===== config.mk =====
export PLATFORM = sky130hd
export DESIGN_NAME = substituted_fnv1a64_key_hash
export DESIGN_NICKNAME = d
export VERILOG_FILES = /design/src/rtl/core/skfh_pkg.sv /design/src/rtl/core/substituted_fnv1a64_key_hash.sv /design/src/rtl/core/skfh_front.sv /design/src/rtl/core/skfh_queue.sv /design/src/rtl/core/skfh_back.sv
export SDC_FILE = /design/constraint.sdc
export NUM_CORES = 2
export LEC_CHECK = 0
export BUFFER_PORTS_ARGS = -buffer_cell sky130_fd_sc_hd__buf_2
export CORE_ASPECT_RATIO = 1.25
export CORE_MARGIN = 2
export CORE_UTILIZATION = 30
export DETAILED_ROUTE_END_ITERATION = 8
export GPL_TIMING_DRIVEN = 0
export SLEW_MARGIN = 10
export SYNTH_ARGS = -nofsm -noshare
export SYNTH_HDL_FRONTEND = slang
export SYNTH_SLANG_ARGS = --single-unit

===== constraint.sdc =====
create_clock -name clk -period 13.76 [get_ports clk]
set_input_delay 0 -clock clk [delete_from_list [all_inputs] [get_ports clk]]
set_output_delay 0 -clock clk [all_outputs]
set_load 0.05 [all_outputs]

===== src/rtl/core/skfh_pkg.sv =====
package skfh_pkg;

	// Field widths.
	localparam int BYTE_W = 8;
	localparam int ROW_W  = 48;
	localparam int HASH_W = 64;

	// Number of substitution table entries, one per byte value.
	localparam int TABLE_ENTRIES = 256;

	// FNV-1a 64-bit offset basis.
	localparam logic [HASH_W-1:0] FNV_BASIS = 64'hcbf29ce484222325;

	// Item operation codes.
	typedef enum logic [1:0] {
		OP_WRITE  = 2'd0,
		OP_ABSORB = 2'd1,
		OP_END    = 2'd2
	} op_t;

	// Command passed from the front end to the hash engine.
	typedef struct packed {
		logic              is_end;
		logic [BYTE_W-1:0] sub_byte;
		logic [ROW_W-1:0]  row;
	} cmd_t;

	// Multiply by the FNV prime 0x100000001b3 modulo 2^64.
	// The prime is 2^40 + 2^8 + 2^7 + 2^5 + 2^4 + 2^1 + 2^0.
	function automatic logic [HASH_W-1:0] fnv_mul(input logic [HASH_W-1:0] x);
		fnv_mul = (x << 40) + (x << 8) + (x << 7) + (x << 5) + (x << 4) + (x << 1) + x;
	endfunction

endpackage


===== src/rtl/core/substituted_fnv1a64_key_hash.sv =====
// Streaming 64-bit FNV-1a hasher with a 256-entry byte substitution table in front.
// Each input beat is a table load, an absorbed byte, an end of record or an ignored op
// code; an end of record returns the hash with its row id and restarts the hash at the
// offset basis. The block takes one beat per clock, sustained, for any mix of operations,
// as long as results are taken; an end beat passes the table read stage and the command
// queue, and the hash engine then loads its output register from the queue head, which
// raises out_valid. The rate is set by the hash loop, which does the XOR and the sparse
// multiply by the prime combinationally, and by the single-port table read, one per beat.
// The table is the identity right after reset with no clearing pass, since each entry
// carries a loaded flag. A table load affects bytes accepted after it.
module substituted_fnv1a64_key_hash #(
	parameter int QUEUE_DEPTH = 4
) (
	input  logic                        clk,
	input  logic                        arst_n,
	input  logic                        in_valid,
	output logic                        in_ready,
	input  logic [1:0]                  op,
	input  logic [skfh_pkg::BYTE_W-1:0] entry_index,
	input  logic [skfh_pkg::BYTE_W-1:0] entry_value,
	input  logic [skfh_pkg::BYTE_W-1:0] data_byte,
	input  logic [skfh_pkg::ROW_W-1:0]  row_id,
	output logic                        out_valid,
	input  logic                        out_ready,
	output logic [skfh_pkg::HASH_W-1:0] key_hash,
	output logic [skfh_pkg::ROW_W-1:0]  row_out
);

	logic           fe_valid;
	logic           fe_ready;
	skfh_pkg::cmd_t fe_cmd;
	logic           be_valid;
	logic           be_ready;
	skfh_pkg::cmd_t be_cmd;

	// Front end: decode, table loads and lookups.
	skfh_front u_front (
		.clk         (clk),
		.arst_n      (arst_n),
		.in_valid    (in_valid),
		.in_ready    (in_ready),
		.op          (op),
		.entry_index (entry_index),
		.entry_value (entry_value),
		.data_byte   (data_byte),
		.row_id      (row_id),
		.cmd_valid   (fe_valid),
		.cmd_ready   (fe_ready),
		.cmd         (fe_cmd)
	);

	// Command queue between the two halves.
	skfh_queue #(
		.DEPTH (QUEUE_DEPTH)
	) u_queue (
		.clk        (clk),
		.arst_n     (arst_n),
		.push_valid (fe_valid),
		.push_ready (fe_ready),
		.push_data  (fe_cmd),
		.pop_valid  (be_valid),
		.pop_ready  (be_ready),
		.pop_data   (be_cmd)
	);

	// Hash engine and result register.
	skfh_back u_back (
		.clk       (clk),
		.arst_n    (arst_n),
		.cmd_valid (be_valid),
		.cmd_ready (be_ready),
		.cmd       (be_cmd),
		.out_valid (out_valid),
		.out_ready (out_ready),
		.key_hash  (key_hash),
		.row_out   (row_out)
	);

endmodule


===== src/rtl/core/skfh_front.sv =====
module skfh_front (
	input  logic                           clk,
	input  logic                           arst_n,
	input  logic                           in_valid,
	output logic                           in_ready,
	input  logic [1:0]                     op,
	input  logic [skfh_pkg::BYTE_W-1:0]    entry_index,
	input  logic [skfh_pkg::BYTE_W-1:0]    entry_value,
	input  logic [skfh_pkg::BYTE_W-1:0]    data_byte,
	input  logic [skfh_pkg::ROW_W-1:0]     row_id,
	output logic                           cmd_valid,
	input  logic                           cmd_ready,
	output skfh_pkg::cmd_t                 cmd
);

	skfh_pkg::op_t op_dec;
	logic          accept;
	logic          do_write;
	logic          do_read;
	logic          do_pass;

	logic [skfh_pkg::BYTE_W-1:0] table_mem [skfh_pkg::TABLE_ENTRIES];
	logic [skfh_pkg::TABLE_ENTRIES-1:0] written_q;
	logic [skfh_pkg::BYTE_W-1:0] rd_data_q;
	logic                        rd_written_q;

	logic                        valid_s1;
	logic                        is_end_s1;
	logic [skfh_pkg::BYTE_W-1:0] byte_s1;
	logic [skfh_pkg::ROW_W-1:0]  row_s1;

	// Decode the beat and decide what it does.
	assign op_dec   = skfh_pkg::op_t'(op);
	assign in_ready = !valid_s1 || cmd_ready;
	assign accept   = in_valid && in_ready;

	always_comb begin
		do_write = 1'b0;
		do_read  = 1'b0;
		do_pass  = 1'b0;
		unique case (op_dec)
			skfh_pkg::OP_WRITE: begin
				do_write = accept;
			end
			skfh_pkg::OP_ABSORB: begin
				do_read = accept;
				do_pass = accept;
			end
			skfh_pkg::OP_END: begin
				do_pass = accept;
			end
			default: begin
				do_write = 1'b0;
			end
		endcase
	end

	// Substitution table storage with a registered read port.
	always_ff @(posedge clk) begin
		if (do_write) begin
			table_mem[entry_index] <= entry_value;
		end
		if (do_read) begin
			rd_data_q    <= table_mem[data_byte];
			rd_written_q <= written_q[data_byte];
		end
	end

	// An entry that was never loaded reads as the identity.
	always_ff @(posedge clk or negedge arst_n) begin
		if (!arst_n) begin
			written_q <= '0;
		end else if (do_write) begin
			written_q[entry_index] <= 1'b1;
		end
	end

	// Stage register that waits for the table read.
	always_ff @(posedge clk or negedge arst_n) begin
		if (!arst_n) begin
			valid_s1 <= 1'b0;
		end else if (in_ready) begin
			valid_s1 <= do_pass;
		end
	end

	always_ff @(posedge clk) begin
		if (do_pass) begin
			is_end_s1 <= (op_dec == skfh_pkg::OP_END);
			byte_s1   <= data_byte;
			row_s1    <= row_id;
		end
	end

	// Command toward the hash engine.
	assign cmd_valid     = valid_s1;
	assign cmd.is_end    = is_end_s1;
	assign cmd.sub_byte  = rd_written_q ? rd_data_q : byte_s1;
	assign cmd.row       = row_s1;

endmodule


===== src/rtl/core/skfh_queue.sv =====
module skfh_queue #(
	parameter int DEPTH = 4
) (
	input  logic           clk,
	input  logic           arst_n,
	input  logic           push_valid,
	output logic           push_ready,
	input  skfh_pkg::cmd_t push_data,
	output logic           pop_valid,
	input  logic           pop_ready,
	output skfh_pkg::cmd_t pop_data
);

	localparam int PTR_W = (DEPTH > 1) ? $clog2(DEPTH) : 1;
	localparam int CNT_W = $clog2(DEPTH + 1);
	localparam logic [PTR_W-1:0] LAST = PTR_W'(DEPTH - 1);

	skfh_pkg::cmd_t   entry_q [DEPTH];
	logic [PTR_W-1:0] wr_ptr_q;
	logic [PTR_W-1:0] rd_ptr_q;
	logic [CNT_W-1:0] count_q;
	logic             push;
	logic             pop;

	assign push_ready = (count_q != CNT_W'(DEPTH));
	assign pop_valid  = (count_q != '0);
	assign push       = push_valid && push_ready;
	assign pop        = pop_valid && pop_ready;
	assign pop_data   = entry_q[rd_ptr_q];

	// Entry storage.
	always_ff @(posedge clk) begin
		if (push) begin
			entry_q[wr_ptr_q] <= push_data;
		end
	end

	// Pointers and fill count.
	always_ff @(posedge clk or negedge arst_n) begin
		if (!arst_n) begin
			wr_ptr_q <= '0;
			rd_ptr_q <= '0;
			count_q  <= '0;
		end else begin
			if (push) begin
				wr_ptr_q <= (wr_ptr_q == LAST) ? '0 : wr_ptr_q + 1'b1;
			end
			if (pop) begin
				rd_ptr_q <= (rd_ptr_q == LAST) ? '0 : rd_ptr_q + 1'b1;
			end
			if (push && !pop) begin
				count_q <= count_q + 1'b1;
			end else if (pop && !push) begin
				count_q <= count_q - 1'b1;
			end
		end
	end

endmodule


===== src/rtl/core/skfh_back.sv =====
module skfh_back (
	input  logic                        clk,
	input  logic                        arst_n,
	input  logic                        cmd_valid,
	output logic                        cmd_ready,
	input  skfh_pkg::cmd_t              cmd,
	output logic                        out_valid,
	input  logic                        out_ready,
	output logic [skfh_pkg::HASH_W-1:0] key_hash,
	output logic [skfh_pkg::ROW_W-1:0]  row_out
);

	logic [skfh_pkg::HASH_W-1:0] hash_q;
	logic [skfh_pkg::HASH_W-1:0] mixed;
	logic                        out_valid_q;
	logic [skfh_pkg::HASH_W-1:0] key_hash_q;
	logic [skfh_pkg::ROW_W-1:0]  row_out_q;
	logic                        absorb;
	logic                        finish;

	// Absorbs never stall; an end waits for room in the output register.
	assign cmd_ready = !cmd.is_end || !out_valid_q || out_ready;
	assign absorb    = cmd_valid && !cmd.is_end;
	assign finish    = cmd_valid && cmd.is_end && cmd_ready;

	// One FNV-1a round: XOR in the substitute, then the sparse prime multiply.
	assign mixed = skfh_pkg::fnv_mul(hash_q ^ {{(skfh_pkg::HASH_W-skfh_pkg::BYTE_W){1'b0}},
		cmd.sub_byte});

	always_ff @(posedge clk or negedge arst_n) begin
		if (!arst_n) begin
			hash_q <= skfh_pkg::FNV_BASIS;
		end else if (finish) begin
			hash_q <= skfh_pkg::FNV_BASIS;
		end else if (absorb) begin
			hash_q <= mixed;
		end
	end

	// Output register.
	always_ff @(posedge clk or negedge arst_n) begin
		if (!arst_n) begin
			out_valid_q <= 1'b0;
		end else if (finish) begin
			out_valid_q <= 1'b1;
		end else if (out_ready) begin
			out_valid_q <= 1'b0;
		end
	end

	always_ff @(posedge clk) begin
		if (finish) begin
			key_hash_q <= hash_q;
			row_out_q  <= cmd.row;
		end
	end

	assign out_valid = out_valid_q;
	assign key_hash  = key_hash_q;
	assign row_out   = row_out_q;

endmodule


# Word-level counts from Yosys, hierarchy flattened
# Memory sizes are Yosys's and may differ from the RTL's. A register that Yosys moved wholly into a read port is not among the register bits.
# Cells that the tools add are included.
# word_totals
regBits,499
elab_cells,78
in_bits,78
mem_bits_ro,0
ramBits,2276
latchBits,0
n_memories,2
# mem_list
name,depth,width,rd,rd_ports_with_merged_regs,wr,line,source
u_front.table_mem,256,8,1,1,1,skfh_front.sv:22,logic [skfh_pkg::BYTE_W-1:0] table_mem [skfh_pkg::TABLE_ENTRIES];
u_queue.entry_q,4,57,1,0,1,skfh_queue.sv:18,skfh_pkg::cmd_t entry_q [DEPTH];
# op_classes
n_addsub,10
magnitude_cmp,3
shift,0
n_eq_ne,5
mux,20
bitwise,2
n_reduce_logical,23
div,0
multipliers,0
# ops
op,n
64-bit adder,6
256-bit bitwise OR,1
64-bit 2-to-1 mux,2
64-bit by 8-bit bitwise XOR with 64-bit output,1
"8-bit by 9-bit < comparator with 1-bit output, second input constant",2
1-bit 2-to-1 mux,11
1-bit logical AND,9
1-bit binary-select mux with 8-bit select,1
1-bit demux with 8-bit select,1
"8-bit by 1-bit >= comparator with 1-bit output, second input constant",1
8-bit 2-to-1 mux,1
"2-bit == test, second input constant",3
3-bit 2-to-1 mux,2
2-bit nonzero test,3
1-bit zero test,5
"2-bit by 1-bit adder with 2-bit output, second input constant",2
2-bit 2-to-1 mux,2
"3-bit by 1-bit adder with 3-bit output, second input constant",1
1-bit logical OR,3
"3-bit inequality test, second input constant",1
3-bit nonzero test,1
"3-bit by 1-bit subtractor with 3-bit output, second input constant",1
"2-bit by 1-bit == test with 1-bit output, second input constant",1
2-bit zero test,1
2-bit OR reduction,1

# Longest topological paths before layout
# An unclocked memory read counts as a cell.
# logic_depth
word_depth,10
mapped_depth,23
ltp_nobuf,21

# By module
# A second synthesis with hierarchy kept.
# unflattened
cells_unflattened,6339
area_unflattened_um2,116558.0
# modules_own_cells
mod,seq_area_each_um2,cells_per_inst,area_each_um2,n_inst
skfh_front,69912.1,4538,91735.5,1
skfh_back,5024.8,1467,16164.3,1
skfh_queue,7021.7,334,8658.3,1

# Least setup slack after synthesis
# No wires, ideal clock.
# synth_timing
path_type,reg-to-reg
start,reg u_queue.rd_ptr_q[0]
end,reg u_back.hash_q[62] in the netlist's numbering
required_time_ns,13.687
path_stages_with_launch,22
path_slack_ns,7.605
period_less_slack_ns,6.155
n_path_buf,3
arrival_ns,6.082
cell_sequence,dfrtp_1 clkbuf_1 buf_2 mux4_2 xor2_1 fa_1 inv_1 fa_1 fa_1 inv_1 fa_1 ha_1 clkbuf_1 nand4_1 or3_1 a311oi_1 or3_1 a311oi_1 o31ai_1 a21oi_1 xor2_1 a21oi_1
# synth_between
elab_chain_cells,10
# synth_rtl
item,line,source
from (decl),skfh_queue.sv:20,logic [PTR_W-1:0] rd_ptr_q;
from (signal assigned),skfh_queue.sv:49,rd_ptr_q <= (rd_ptr_q == LAST) ? '0 : rd_ptr_q + 1'b1;
memory 4 x 57 bit (*),--,
64-bit by 8-bit bitwise XOR with 64-bit output,skfh_back.sv:27,"assign mixed = skfh_pkg::fnv_mul(hash_q ^ {{(skfh_pkg::HASH_W-skfh_pkg::BYTE_W){1'b0}},"
64-bit adder (6 in a row),skfh_pkg.sv:31,fnv_mul = (x << 40) + (x << 8) + (x << 7) + (x << 5) + (x << 4) + (x << 1) + x;
64-bit 2-to-1 mux,skfh_back.sv:35,end else if (absorb) begin
64-bit 2-to-1 mux,skfh_back.sv:33,end else if (finish) begin
to (signal assigned),skfh_back.sv:32,hash_q <= skfh_pkg::FNV_BASIS;
to (signal assigned),skfh_back.sv:34,hash_q <= skfh_pkg::FNV_BASIS;
to (signal assigned),skfh_back.sv:36,hash_q <= mixed;
to (decl),skfh_back.sv:13,logic [skfh_pkg::HASH_W-1:0] hash_q;
# Every way passes the cells marked *; elsewhere a longest branch is shown, timed or not. The select of a mux whose other input is x is not followed.
# A chain may end at the register's enable or synchronous reset.

# Worst setup path after layout
# layout_timing
start,reg u_queue.rd_ptr_q[0]
end,reg u_back.hash_q[58] in the netlist's numbering
# Same word-level chain as after synthesis.

==> summary.log <==
qor: run_status.status finished clean
qor: worst_setup_path.startpoint_of_the_most_critical_setup_path u_queue.rd_ptr_q[0]
qor: worst_setup_path.reg2reg_from u_queue.rd_ptr_q[0]
qor: die.die-area 391000 µm²
qor: worst_hold_path.hold_path_depth 5
qor: finish.layout.nets 6843
qor: sta.hold_vio_cnt_final 0
qor: die.num_rows 255
qor: global_routing.number_of_global_route_vias_before_repair 61010
qor: yosys.synth-edff-count 2454
qor: die.die_h 698.6 µm
qor: global_routing.grt.total_usage 15.49%
qor: placed_design.pre_cts_ws 6.072 ns
qor: yosys.synthArstFlopShare 11.82%
qor: sta.final_min_period_over_clock_period 55.70%
qor: worst_setup_path.critPathLaunchType flop
qor: die.core 385100 µm²
qor: yosys.ys_types 64
qor: yosys.count_of_state_elements_after_synthesis 2783
qor: die.floorplan.initialDensity 30.07%
qor: die.die_w 559.7 µm
qor: sta.tightest_slew 1.331 ns
qor: sta.timing.fmax 130.5 MHz
qor: sta.final_max_slew_viol_count 0
qor: worst_setup_path.timing.reg2reg.setup_slack 6.10 ns
qor: routing.avgViaCountPerCell 4.955
qor: global_routing.number_of_antenna_violations_at_the_first_check_in_global_routing 23
qor: sta.timing.final.ws_setup 6.096 ns
qor: die.boundaryPins 192
qor: routing.drt_iter0_markers 6356
qor: yosys.seq_area_frac_synth 70.78%
qor: clock_tree.cts.sinks 2783
qor: clock_tree.clock_pin_slew_on_the_worst_setup_and_hold_paths 0.06 ns
qor: worst_setup_path.worstRegToRegCells 21
qor: global_routing.global_route_wire_length_before_repair 442200 µm
qor: yosys.primary_ff_master_synth edfxtp_1
qor: clock_tree.h-tree-depth 5
qor: routing.wl_per_cell 26.21 µm
qor: clock_tree.tritoncts.num_buffers 294
qor: sta.post_route_minimum_period 7.664 ns
qor: worst_setup_path.critical_path_arrival 8.33 ns
qor: clock_tree.cts.repair_timing.setup_buffer_count 0
qor: placed_design.portBuffers 191
qor: yosys.syn_avg_cell_area 20.09 µm²
qor: worst_setup_path.timing.setup.critical_path_class flop to flop
qor: global_routing.gr-total-overflow 0
qor: sta.relSlewSlack 11.29%
qor: finish.layout.core_utilization 35.07%
qor: yosys.yosys_warnings 0
qor: sta.rsz0062_at_grt no
qor: placed_design.dp.final_hpwl 209800 µm
qor: finish.flow.area_growth_from_synthesis 16.62%
qor: routing.count_of_vias_placed_by_the_detailed_router 58450
qor: worst_hold_path.hold_path.class input port to flop
qor: routing.detail_route.wirelength 309100 µm
qor: worst_setup_path.cp_max_fo 10
qor: clock_tree.cts.root.buffer_cell clkbuf_16
qor: routing.drt-pass1-iter-count 8
qor: finish.final_layout_size_suffix_gt1_share 28.23%
qor: global_routing.grt_start_max_net_pins 141
qor: worst_setup_path.worst_endpoint_required_time 14.42 ns
qor: placed_design.place.gp.congestion 0.8729
qor: yosys.net_count_synth 6199
qor: routing.detail_route.drc_violations 0
qor: sta.clock-skew-final 0.05402 ns
qor: sta.setup_viols_final 0
qor: yosys.syn_inst 5765
qor: run.cap_violations 0
qor: clock_tree.max-clock-path-buffers 4
qor: worst_hold_path.hold_start op[0]
qor: sta.totalNegativeSetupSlack 0 ns
qor: clock_tree.tritoncts built
qor: worst_setup_path.regToRegEndpoint u_back.hash_q[58]
qor: worst_hold_path.terminating_pin_of_the_worst_hold_path u_front.row_s1[47]
qor: clock_tree.clock_latency 0.87 ns
qor: yosys.post_synth_instance_area 115800 µm²
qor: routing.antenna_violating_nets_post_route 0
qor: worst_setup_path.crit_path_end_kind flop
## logic make-up after synthesis
logic type,after synthesis,share of synthesized area (%)
XOR/XNOR,90,0.6807
multiplexers,831,16.07
flip-flops,2783,70.78
AND/OR/NAND/NOR,795,3.397
AO/OA/AOI/OAI,291,1.551
adder cells (fa/ha/maj),361,5.452
buffers and inverters,614,2.067
## layer usage
layer / vias to the layer above / GRT usage [%] / routed length (µm)
met1: 31670 / 19.53 / 119900
li1: 24040 / - / -
met2: 2220 / 26.55 / 155600
met5: - / 0 / 92
met3: 502 / 2.549 / 20920
met4: 14 / 6.087 / 12610
## final cells by class
class | count | area, µm²
Antenna cell | 8 | 20.02
Fill cell | 35660 | 250100
Buffer | 255 | 1080
Timing Repair Buffer | 348 | 3114
Inverter | 359 | 1355
Tap cell | 5140 | 6431
Multi-Input combinational cell | 2368 | 31470
Sequential cell | 2783 | 81960
Clock buffer | 395 | 8084
Clock inverter | 138 | 1529
## synth_stat cells, drive strengths merged (13+ instances only)
cell type     n  area share (%)
nand3        58            0.25
ha          115             1.2
buf         100            0.40
dfrtp       301             6.5
nand2        87            0.28
or2         259             1.4
inv         358             1.2
xor2         37            0.28
nand4        17           0.092
nor2        295            0.96
a21oi        95            0.41
fa          241             4.2
and2         13           0.070
clkbuf      155            0.50
xnor2        53            0.40
dfstp        28            0.64
edfxtp     2454              64
a21o         27            0.18
nor3         29            0.13
mux4        822              16
o21ai        76            0.33
## layout by cell type, fill, tap and decap left out, types with 204 or more instances in the layout
cell type | synthesis | routed
clkbuf_16 | 0 | 300
clkbuf_1 | 155 | 204
dfrtp_1 | 301 | 301
nor2_1 | 295 | 295
fa_1 | 241 | 241
mux4_2 | 822 | 822
edfxtp_1 | 2454 | 2454
or2_2 | 259 | 259
buf_2 | 56 | 240
inv_1 | 358 | 356
## critical path, stage by stage (launching register included)
cell	delay, ns
dfrtp_1	0.36
clkbuf_1	0.32
buf_2	0.38
mux4_2	0.61
xor2_1	0.63
fa_1	0.54
inv_1	0.07
fa_1	0.43
fa_1	0.50
inv_1	0.06
fa_1	0.45
ha_1	0.28
clkbuf_1	0.31
nand4_1	0.27
or3_1	0.45
a311oi_1	0.44
or3_1	0.19
a311oi_1	0.08
o31ai_1	0.65
a21oi_1	0.17
xor2_1	0.18
o21ai_0	0.10
## worst max path at each step
stage                                  end  cells past startpoint
finish                   u_back.hash_q[58]                     21
global route             u_back.hash_q[58]                     21
CTS                      u_back.hash_q[58]                     21
detailed placement       u_back.hash_q[62]                     21
global placement    u_front.written_q[182]                      1
floorplan                u_back.hash_q[62]                     21
## through the flow
stage / cell area, µm² / hold WS (ns) / std cells
6_report: 135000 / 0.06514 / 11790
5_1_grt: 135000 / 0.06563 / 11790
4_1_cts: 135000 / 0.008964 / 11790
3_5_place_dp: 124100 / 0.07475 / 11130
3_3_place_gp: 123200 / 0.1794 / 11100
2_1_floorplan: 115800 / -0.2956 / 5765
## timing repair
action / CTS / global route
resized for setup: 0 / 0
hold endpoints to repair: 1695 / 0
hold buffers: 126 / 0
## sequential cells by signal (all words and copies together), names as in the netlist, 3 cells and up
name               flops
u_back.hash_q         64
u_back.key_hash       64
u_back.row_out        48
u_front.byte_s1        8
u_front.rd_data_q      8
u_front.row_s1        48
u_front.table_mem   2048
u_front.written_q    256
u_queue.count_q        3
u_queue.entry_q      228
Power is not shown: default switching activity piles up to over one toggle a cycle in this logic, so the estimate is an artifact.
